--- src/design/grs_pkg.sv ---
`timescale 1ns / 1ps

package grs_pkg;

  localparam int MAX_GROUP  = 64;
  localparam int DATA_WIDTH = 32;
  localparam int CNT_W      = $clog2(MAX_GROUP + 1);
  localparam int CFG_W      = 7;
  localparam int CMP_W      = (CFG_W > CNT_W) ? CFG_W : CNT_W;

  localparam logic [CFG_W-1:0] GROUP_SIZE_RESET = CFG_W'(2);

  typedef enum logic [1:0] {
    ST_IDLE,
    ST_EMIT_REV,
    ST_ALIGN,
    ST_EMIT_FWD
  } state_e;

  typedef enum logic [1:0] {
    OP_HOLD,
    OP_PUSH,
    OP_POP,
    OP_UP
  } shift_op_e;

  typedef struct packed {
    logic [DATA_WIDTH-1:0] value;
    logic                  run_last;
    logic                  sequence_end;
  } out_item_t;

endpackage

--- src/design/grs_if.sv ---
`timescale 1ns / 1ps

interface grs_in_if import grs_pkg::*; ();
  logic                         valid;
  logic                         ready;
  logic signed [DATA_WIDTH-1:0] value;
  logic                         final_element;

  modport source (output valid, output value, output final_element, input ready);
  modport sink (input valid, input value, input final_element, output ready);
endinterface

interface grs_out_if import grs_pkg::*; ();
  logic                         valid;
  logic                         ready;
  logic signed [DATA_WIDTH-1:0] out_value;
  logic                         run_last;
  logic                         sequence_end;

  modport source (output valid, output out_value, output run_last, output sequence_end,
                  input ready);
  modport sink (input valid, input out_value, input run_last, input sequence_end,
                output ready);
endinterface

--- src/design/grs_cell.sv ---
`timescale 1ns / 1ps

module grs_cell import grs_pkg::*; (
  input  logic                  clk_i,
  input  shift_op_e             op_i,
  input  logic [DATA_WIDTH-1:0] lower_i,
  input  logic [DATA_WIDTH-1:0] upper_i,
  output logic [DATA_WIDTH-1:0] value_o
);

  logic [DATA_WIDTH-1:0] value_q;
  logic [DATA_WIDTH-1:0] value_d;

  always_comb begin
    case (op_i)
      OP_PUSH: value_d = lower_i;
      OP_UP:   value_d = lower_i;
      OP_POP:  value_d = upper_i;
      OP_HOLD: value_d = value_q;
      default: value_d = value_q;
    endcase
  end

  always_ff @(posedge clk_i) begin
    value_q <= value_d;
  end

  assign value_o = value_q;

endmodule

--- src/design/grs_ctrl.sv ---
`timescale 1ns / 1ps

module grs_ctrl import grs_pkg::*; (
  input  logic                  clk_i,
  input  logic                  rst_ni,
  input  logic                  cfg_we_i,
  input  logic [CFG_W-1:0]      cfg_wdata_i,
  input  logic                  in_valid_i,
  input  logic                  in_final_i,
  output logic                  in_ready_o,
  input  logic [DATA_WIDTH-1:0] head_i,
  input  logic [DATA_WIDTH-1:0] tail_i,
  output shift_op_e             op_o,
  input  logic                  out_ready_i,
  output logic                  out_valid_o,
  output out_item_t             out_item_o
);

  state_e            state_q, state_d;
  logic [CFG_W-1:0]  group_size_q;
  logic [CNT_W-1:0]  fill_q;
  logic [CNT_W-1:0]  align_q;
  logic              final_q;
  logic              out_valid_q;
  out_item_t         out_item_q;
  out_item_t         item_d;

  logic              accept;
  logic              move;
  logic              n_ge_size;
  logic [CNT_W-1:0]  n;
  logic [CMP_W-1:0]  size_eff;
  logic [CMP_W-1:0]  size_ext;

  assign n        = fill_q + CNT_W'(1);
  assign size_ext = CMP_W'(group_size_q);

  // group size zero acts as one, large sizes saturate
  always_comb begin
    if (group_size_q == '0) begin
      size_eff = CMP_W'(1);
    end else if (size_ext > CMP_W'(MAX_GROUP)) begin
      size_eff = CMP_W'(MAX_GROUP);
    end else begin
      size_eff = size_ext;
    end
  end

  assign n_ge_size = CMP_W'(n) >= size_eff;

  // outputs of the state machine
  always_comb begin
    in_ready_o = (state_q == ST_IDLE);
    accept     = in_valid_i && in_ready_o;
    move       = ((state_q == ST_EMIT_REV) || (state_q == ST_EMIT_FWD)) &&
                 (!out_valid_q || out_ready_i);
    case (state_q)
      ST_IDLE:     op_o = accept ? OP_PUSH : OP_HOLD;
      ST_EMIT_REV: op_o = move ? OP_POP : OP_HOLD;
      ST_ALIGN:    op_o = OP_UP;
      ST_EMIT_FWD: op_o = move ? OP_UP : OP_HOLD;
      default:     op_o = OP_HOLD;
    endcase
  end

  // next state
  always_comb begin
    state_d = state_q;
    case (state_q)
      ST_IDLE: begin
        if (accept && n_ge_size) begin
          state_d = ST_EMIT_REV;
        end else if (accept && in_final_i) begin
          state_d = ST_ALIGN;
        end
      end
      ST_EMIT_REV, ST_EMIT_FWD: begin
        if (move && (fill_q == CNT_W'(1))) begin
          state_d = ST_IDLE;
        end
      end
      ST_ALIGN: begin
        if (align_q == CNT_W'(1)) begin
          state_d = ST_EMIT_FWD;
        end
      end
      default: state_d = ST_IDLE;
    endcase
  end

  always_comb begin
    item_d.value        = (state_q == ST_EMIT_REV) ? head_i : tail_i;
    item_d.run_last     = (fill_q == CNT_W'(1));
    item_d.sequence_end = (fill_q == CNT_W'(1)) && final_q;
  end

  always_ff @(posedge clk_i or negedge rst_ni) begin
    if (!rst_ni) begin
      state_q      <= ST_IDLE;
      group_size_q <= GROUP_SIZE_RESET;
      fill_q       <= '0;
      align_q      <= '0;
      final_q      <= 1'b0;
      out_valid_q  <= 1'b0;
    end else begin
      state_q <= state_d;
      if (cfg_we_i) begin
        group_size_q <= cfg_wdata_i;
      end
      if (accept) begin
        fill_q  <= n;
        align_q <= CNT_W'(MAX_GROUP) - n;
        final_q <= in_final_i;
      end else if (move) begin
        fill_q <= fill_q - CNT_W'(1);
      end else if (state_q == ST_ALIGN) begin
        align_q <= align_q - CNT_W'(1);
      end
      if (move) begin
        out_valid_q <= 1'b1;
      end else if (out_ready_i) begin
        out_valid_q <= 1'b0;
      end
    end
  end

  always_ff @(posedge clk_i) begin
    if (move) begin
      out_item_q <= item_d;
    end
  end

  assign out_valid_o = out_valid_q;
  assign out_item_o  = out_item_q;

endmodule

--- src/design/group_reverse_stream.sv ---
`timescale 1ns / 1ps
// channel  | dir | handshake   | payload
// in_i     | in  | valid/ready | value, final_element
// out_o    | out | valid/ready | out_value, run_last, sequence_end
// cfg      | in  | cfg_we_i    | cfg_wdata_i (group size)
//
// elements that do not close a group are taken one per cycle into the cell chain
// a full group of n leaves newest first, one cell shift per request
// a short final group first shifts up to the chain end, then leaves oldest first
// output stalls hold the chain; no request is taken while a group drains
// reset clears the fill count and sets the group size to 2

module group_reverse_stream import grs_pkg::*; (
  input  logic             clk_i,
  input  logic             rst_ni,
  input  logic             cfg_we_i,
  input  logic [CFG_W-1:0] cfg_wdata_i,
  grs_in_if.sink           in_i,
  grs_out_if.source        out_o
);

  shift_op_e             op;
  out_item_t             out_item;
  logic [DATA_WIDTH-1:0] chain [MAX_GROUP];

  grs_ctrl u_ctrl (
    .clk_i       (clk_i),
    .rst_ni      (rst_ni),
    .cfg_we_i    (cfg_we_i),
    .cfg_wdata_i (cfg_wdata_i),
    .in_valid_i  (in_i.valid),
    .in_final_i  (in_i.final_element),
    .in_ready_o  (in_i.ready),
    .head_i      (chain[0]),
    .tail_i      (chain[MAX_GROUP-1]),
    .op_o        (op),
    .out_ready_i (out_o.ready),
    .out_valid_o (out_o.valid),
    .out_item_o  (out_item)
  );

  for (genvar k = 0; k < MAX_GROUP; k++) begin : g_cell
    logic [DATA_WIDTH-1:0] lower;
    logic [DATA_WIDTH-1:0] upper;

    if (k == 0) begin : g_first
      assign lower = in_i.value;
    end else begin : g_mid
      assign lower = chain[k-1];
    end

    if (k == MAX_GROUP - 1) begin : g_last
      assign upper = chain[k];
    end else begin : g_inner
      assign upper = chain[k+1];
    end

    grs_cell u_cell (
      .clk_i   (clk_i),
      .op_i    (op),
      .lower_i (lower),
      .upper_i (upper),
      .value_o (chain[k])
    );
  end

  assign out_o.out_value    = out_item.value;
  assign out_o.run_last     = out_item.run_last;
  assign out_o.sequence_end = out_item.sequence_end;

endmodule

--- src/flat_wrapper.sv ---
// flat-port wrapper written by rule: the top's interface ports become plain ports
module group_reverse_stream_flat import grs_pkg::*;
  (clk_i, rst_ni, cfg_we_i, cfg_wdata_i, in_i_valid, in_i_value, in_i_final_element, in_i_ready, out_o_valid, out_o_out_value, out_o_run_last, out_o_sequence_end, out_o_ready);
  grs_in_if in_i_i ();
  grs_out_if out_o_i ();
  input  logic clk_i;
  input  logic rst_ni;
  input  logic cfg_we_i;
  input  logic [CFG_W-1:0] cfg_wdata_i;
  input wire logic [$bits(in_i_i.valid)-1:0] in_i_valid;
  input wire logic [$bits(in_i_i.value)-1:0] in_i_value;
  input wire logic [$bits(in_i_i.final_element)-1:0] in_i_final_element;
  output wire logic [$bits(in_i_i.ready)-1:0] in_i_ready;
  output wire logic [$bits(out_o_i.valid)-1:0] out_o_valid;
  output wire logic [$bits(out_o_i.out_value)-1:0] out_o_out_value;
  output wire logic [$bits(out_o_i.run_last)-1:0] out_o_run_last;
  output wire logic [$bits(out_o_i.sequence_end)-1:0] out_o_sequence_end;
  input wire logic [$bits(out_o_i.ready)-1:0] out_o_ready;
  assign in_i_i.valid = in_i_valid;
  assign in_i_i.value = in_i_value;
  assign in_i_i.final_element = in_i_final_element;
  assign in_i_ready = in_i_i.ready;
  assign out_o_valid = out_o_i.valid;
  assign out_o_out_value = out_o_i.out_value;
  assign out_o_run_last = out_o_i.run_last;
  assign out_o_sequence_end = out_o_i.sequence_end;
  assign out_o_i.ready = out_o_ready;
  group_reverse_stream u_core (.clk_i(clk_i), .rst_ni(rst_ni), .cfg_we_i(cfg_we_i), .cfg_wdata_i(cfg_wdata_i), .in_i(in_i_i), .out_o(out_o_i));
endmodule
--- config.mk ---
export PLATFORM = sky130hd
export DESIGN_NAME = group_reverse_stream_flat
export DESIGN_NICKNAME = d
export VERILOG_FILES = /design/src/design/grs_pkg.sv /design/src/design/grs_if.sv /design/src/design/grs_cell.sv /design/src/design/grs_ctrl.sv /design/src/design/group_reverse_stream.sv /design/src/flat_wrapper.sv
export SDC_FILE = /design/constraint.sdc
export NUM_CORES = 2
export LEC_CHECK = 0
export ABC_AREA = 1
export BUFFER_PORTS_ARGS = -buffer_cell sky130_fd_sc_hd__buf_4
export CAP_MARGIN = 15
export CORE_MARGIN = 10
export CORE_UTILIZATION = 55
export CTS_CLUSTER_SIZE = 12
export DETAILED_ROUTE_END_ITERATION = 16
export PLACE_DENSITY = 0.71
export SLEW_MARGIN = 20
export SYNTH_ARGS = -nofsm -noshare
export SYNTH_HDL_FRONTEND = slang
export SYNTH_HIERARCHICAL = 1
export SYNTH_SLANG_ARGS = --single-unit
export TNS_END_PERCENT = 1
--- constraint.sdc ---
create_clock -name clk_i -period 9.4 [get_ports clk_i]
set_input_delay 1.88 -clock clk_i [delete_from_list [all_inputs] [get_ports clk_i]]
set_output_delay 1.88 -clock clk_i [all_outputs]
set_load 0.05 [all_outputs]
Word level (Yosys, flattened, before mapping)
Index checks and enable logic that the tools add are counted.
- register bits after elaboration: 2107
- latch bits: 0
- memory bits (writable): 0
- ROM bits: 0
- input port bits: 45
- memories kept: 0
- add/sub/neg operators: 4
- $mul: 0
- div/mod/pow operators: 0
- magnitude comparators: 2
- equality and inequality tests: 12
- shifts and indexed selects: 0
- muxes and demuxes: 83
- bitwise logic cells: 0
- reduce and logical (&&, ||, !) cells: 20
- operators by type and width (cell ; number):
    32-bit case mux with 2 select lines ; 63
    32-bit 2-to-1 mux ; 2
    7-bit 2-to-1 mux ; 7
    7-bit by 1-bit equality test with 1-bit output (second input constant) ; 2
    7-bit by 1-bit subtractor with 7-bit output (second input constant) ; 2
    2-bit 2-to-1 mux ; 6
    2-bit equality test (second input constant) ; 4
    2-bit case mux with 4 select lines ; 1
    7-bit by 1-bit adder with 7-bit output (second input constant) ; 1
    7-bit >= comparator ; 1
    7-bit greater-than comparator (second input constant) ; 1
    7-bit zero test ; 1
    7-bit subtractor (first input constant) ; 1
    1-bit logical AND ; 6
    2-bit != test (second input constant) ; 3
    2-bit case mux with 3 select lines ; 1
    2-bit nonzero test ; 3
    2-bit OR reduction ; 3
    2-bit by 1-bit equality test with 1-bit output (second input constant) ; 2
    2-bit zero test ; 2
    1-bit 2-to-1 mux ; 3
    3-bit by 1-bit != test with 1-bit output (second input constant) ; 1
    3-bit AND reduction ; 1
    1-bit logical OR ; 2
    2 further kinds ; 2

Logic depth before layout (Yosys ltp)
- depth in word-level cells: 8
- depth in mapped cells: 19
- depth with buffers taken out: 19

Cells and area by module
Netlist, hierarchy kept.
- by module, submodules not included (module ; times used ; cells an instance ; area an instance (µm²)):
    grs_cell ; 64 ; 141 ; 1520.2
    grs_ctrl ; 1 ; 340 ; 3313.2

Least setup slack after synthesis
OpenSTA, ideal clock, no wires.
- path type: input to register
- start: input port in_i_valid
- end: register u_core.g_cell[0].u_cell.value_q[0] (enable)
- arrival: 7529 ps
- path slack: 1496 ps
- stages: 5
- path buffers: 0
- cells stage by stage: nand2_1 nand2_1 inv_1 nand2_1 or2_2
- word-level cells in the longest chain between the ends: 4
- RTL lines (what ; line ; RTL):
    start: declaration ; flat_wrapper.sv:10 ; input wire logic [$bits(in_i_i.valid)-1:0] in_i_valid;
    1-bit logical AND ; grs_ctrl.sv:54 ; accept = in_valid_i && in_ready_o;
    1-bit 2-to-1 mux ; grs_ctrl.sv:58 ; ST_IDLE: op_o = accept ? OP_PUSH : OP_HOLD;
    2-bit case mux with 4 select lines ; grs_ctrl.sv:57 ; case (state_q)
    net u_core.op[0] ; group_reverse_stream.sv:22 ; shift_op_e op;
    2-bit zero test ; grs_cell.sv:15 ; case (op_i)
    end signal: assignment ; grs_cell.sv:25 ; value_q <= value_d;
    end: declaration ; grs_cell.sv:11 ; logic [DATA_WIDTH-1:0] value_q;
The timed path passes the listed nets, and every way through them passes these cells.
A chain may end at the register's enable or synchronous reset.

Worst setup path in the final report
- start: input port out_o_ready
- end: register u_core.g_cell[39].u_cell.value_q[17] (enable)
- word-level cells in the longest chain between the ends: 5
- RTL lines (what ; line ; RTL):
    start: declaration ; flat_wrapper.sv:18 ; input wire logic [$bits(out_o_i.ready)-1:0] out_o_ready;
    1-bit logical OR * ; grs_ctrl.sv:56 ; (!out_valid_q || out_ready_i);
    1-bit logical AND * ; grs_ctrl.sv:55 ; move = ((state_q == ST_EMIT_REV) || (state_q == ST_EMIT_FWD)) &&
    2-bit 2-to-1 mux, on equally long branches ; grs_ctrl.sv:61, grs_ctrl.sv:59 ;
    2-bit case mux with 4 select lines * ; grs_ctrl.sv:57 ;
    net u_core.op[1] ; group_reverse_stream.sv:22 ;
    2-bit zero test * ; grs_cell.sv:15 ;
    end signal: assignment ; grs_cell.sv:25 ;
    end: declaration ; grs_cell.sv:11 ;
The timed path passes the listed nets; every way through them passes the cells marked *.

==> flow_summary_export.csv <==
group,metric,value,unit
die,fp.dieH,448,um
sta,period_needed,4590,ps
placement,hpwlAfterDp,170000,um
cells_and_area,register_area,63100,sq um
die,std_cell_rows,156,
clocking,clk_latency,880,ps
routing,drtAntennaViolNets,0,
sta,relSlewSlack,0.286,
synth,ys_seq_elements,2107,
synth,syn-cell-area,101000,sq um
routing,vias,68300,
sta,clock_skew,43.5,ps
synth,ys_warn_count,6,
clocking,path_clk_slew,60,ps
cells_and_area,area.growth.synth_to_final,3.58,%
synth,syn-instance-count,9364,
global_route,antenna_found_initial,0,
synth,syn_avg_cell_area,10.7,sq um
clocking,cts_hold_buf,0,
sta,min_period_over_period,0.489,
sta,setup-violations-final,0,
global_route,use_met1,0.317,
worst_setup_path,critPathKind,"in -> reg",
routing,viasPerCell,5.91,
routing,drtIter0Drc,8463,
die,core_area,181000,sq um
sta,worst_pin_slew,1070,ps
routing,routed_wirelength,249000,um
global_route,grt_pass1_vias,67000,
clocking,max-clock-path-buffers,3,
sta,drv_slew,0,
cells_and_area,n_fill_cell,15100,
clocking,cts_max_level,4,
sta,rsz0062_at_grt,"false",
die,dieArea,200000,sq um
placement,gp_congestion,1.02,
synth,synth_cell_types,42,
sta,fin_tns_setup,0,ps
routing,wl_per_cell,21.5,um
routing,first_pass_iters,6,
worst_setup_path,start_kind,"input pin",
global_route,grt_pass1_wl,384000,um
worst_setup_path,path_max_fanout,164,
die,io-pin-count,81,
worst_setup_path,arrival,5080,ps
synth,async_reset_ff_frac,0.0119,
worst_setup_path,cp-end-kind,"flop",
routing,drcViolationCount,0,
global_route,grt.busiest_layer,"met2",
job,maxCapViolCount,0,
sta,fmax,218,MHz
sta,hold_viol,0,
global_route,grt_usage,0.240,
global_route,grt_overflow_total,0,
clocking,cts_tree,"built",
clocking,post-cts-setup-buffer-count,0,
worst_setup_path,required,9880,ps
outcome,status,"finished, final reports clean",
clocking,cts_resized,0,
clocking,root_buffer,"clkbuf_16",
worst_hold_path,hp-class,"reg -> reg",
synth,synth_nets,9421,
synth,synth_edf_count,2082,
clocking,cts_sinks,2107,
die,die_w,448,um
synth,ys_seq_area_frac,0.628,
cells_and_area,multiInputGateArea,30400,sq um
die,start_util,0.555,
synth,synth-main-ff-cell,"edfxtp_1",
global_route,use_met3,0.0386,
global_route,grt_max_degree,172,
cells_and_area,antenna_cells,0,
clocking,cts_buffers,210,
cells_and_area,drive_gt1_frac,0.135,
cells_and_area,nets,9099,
global_route,grt_use_met2,0.394,
placement,port_buffers,80,
[cells in the mapped netlist, types with 5 or more instances]
cell type | instances | area share
nand4_1 | 6 | 0.00037
nand2_1 | 3538 | 0.13
inv_2 | 5 | 0.00019
nand2_8 | 64 | 0.013
edfxtp_1 | 2082 | 0.62
buf_6 | 320 | 0.036
inv_4 | 64 | 0.0040
buf_4 | 259 | 0.019
or2_2 | 64 | 0.0040
mux2_1 | 7 | 0.00078
nor2_1 | 21 | 0.00078
nand2_2 | 648 | 0.040
o21ai_0 | 15 | 0.00075
a21oi_1 | 8 | 0.00040
buf_8 | 64 | 0.0096
inv_1 | 29 | 0.0011
nand3_1 | 2066 | 0.10
o21ai_1 | 7 | 0.00035
mux2_2 | 27 | 0.0030
ha_1 | 12 | 0.0015
dfrtp_1 | 24 | 0.0060
[flip-flops by register name, summed over array words and instances, names as in the netlist]
register                      flops
u_core/u_ctrl/group_size_q        7
u_core/u_ctrl/final_q             1
u_core/u_ctrl/state_q             2
u_core/u_ctrl/out_valid_o         1
u_core/u_ctrl/out_item_o         34
u_core/g_cell.u_cell/value_o   2048
u_core/u_ctrl/fill_q              7
u_core/u_ctrl/align_q             7
[area by class of cell]
cell class	count	share of cell area
Inverter	99	0.00510
Clock buffer	271	0.0526
Clock inverter	76	0.00659
Tap cell	2370	0.0285
Multi-Input combinational cell	6510	0.292
Sequential cell	2107	0.606
Timing Repair Buffer	114	0.00941
[worst max-delay path, stage by stage]
cell     delay [ps]
buf_4            80
inv_1            40
nand2_1         120
nand2_1         190
nand2_4         680
buf_12          410
buf_12          560
or2_2           780
[layer usage]
metal	vias up	wire [um]
met5	-	0
met4	0	11300
met3	598	17500
met2	3024	120000
met1	33400	99800
li1	31300	-
[final timing paths]
path,cells past startpoint,slack (ps),start,to
max in group asynchronous,1,8150,rst_ni,u_core/u_ctrl/group_size_q[1]$_DFFE_PN1P_
min in group asynchronous,1,910,rst_ni,u_core/u_ctrl/fill_q[5]$_DFFE_PN0P_
min reg2reg,2,520,u_core/g_cell[18].u_cell/value_o[16]$_DFFE_PP_,u_core/g_cell[19].u_cell/value_o[16]$_DFFE_PP_
max reg2reg,7,5550,u_core/u_ctrl/state_q[0]$_DFFE_PN0P_,u_core/g_cell[19].u_cell/value_o[0]$_DFFE_PP_
max,8,4810,out_o_ready,u_core/g_cell[39].u_cell/value_o[17]$_DFFE_PP_
min,2,520,u_core/g_cell[18].u_cell/value_o[16]$_DFFE_PP_,u_core/g_cell[19].u_cell/value_o[16]$_DFFE_PP_
[kinds of logic after synthesis]
group	count (synthesis)	share of synthesized area
DFF	2107	0.628
AOI/OAI and AO/OA	39	0.00229
and+or+nand+nor	6419	0.294
muxes	34	0.00381
adders and majority gates	12	0.00149
xor gates and xnor gates	6	0.000522
buffers and inverters	747	0.0702
[cells in the final DEF (no fill, tap or decap), types with 29 or more instances in the layout]
master / count
nand3_1: 2066
or2_2: 64
clkbuf_1: 61
edfxtp_1: 2082
clkbuf_16: 210
nand2_8: 64
nand2_1: 3536
clkinv_1: 45
nand2_2: 648
inv_1: 29
inv_4: 64
buf_4: 104
[stage by stage]
| stage | hold WS, ps | std cells | util | area [sq um] | setup WS (ps) |
|---|---|---|---|---|---|
| 2_1_floorplan | 469 | 9364 | - | 101000 | 1500 |
| 3_3_place_gp | 500 | 11200 | 0.541 | 98000 | 4130 |
| 3_5_place_dp | 524 | 11200 | 0.541 | 98000 | 4080 |
| 4_1_cts | 516 | 11500 | 0.575 | 104000 | 4990 |
| 5_1_grt | 558 | 11500 | 0.575 | 104000 | 4650 |
| 6_report | 522 | 11500 | 0.575 | 104000 | 4810 |
Power is left out: the tool's default activity adds up to more than one toggle a clock period on the data nets, which glitch-free logic cannot reach.
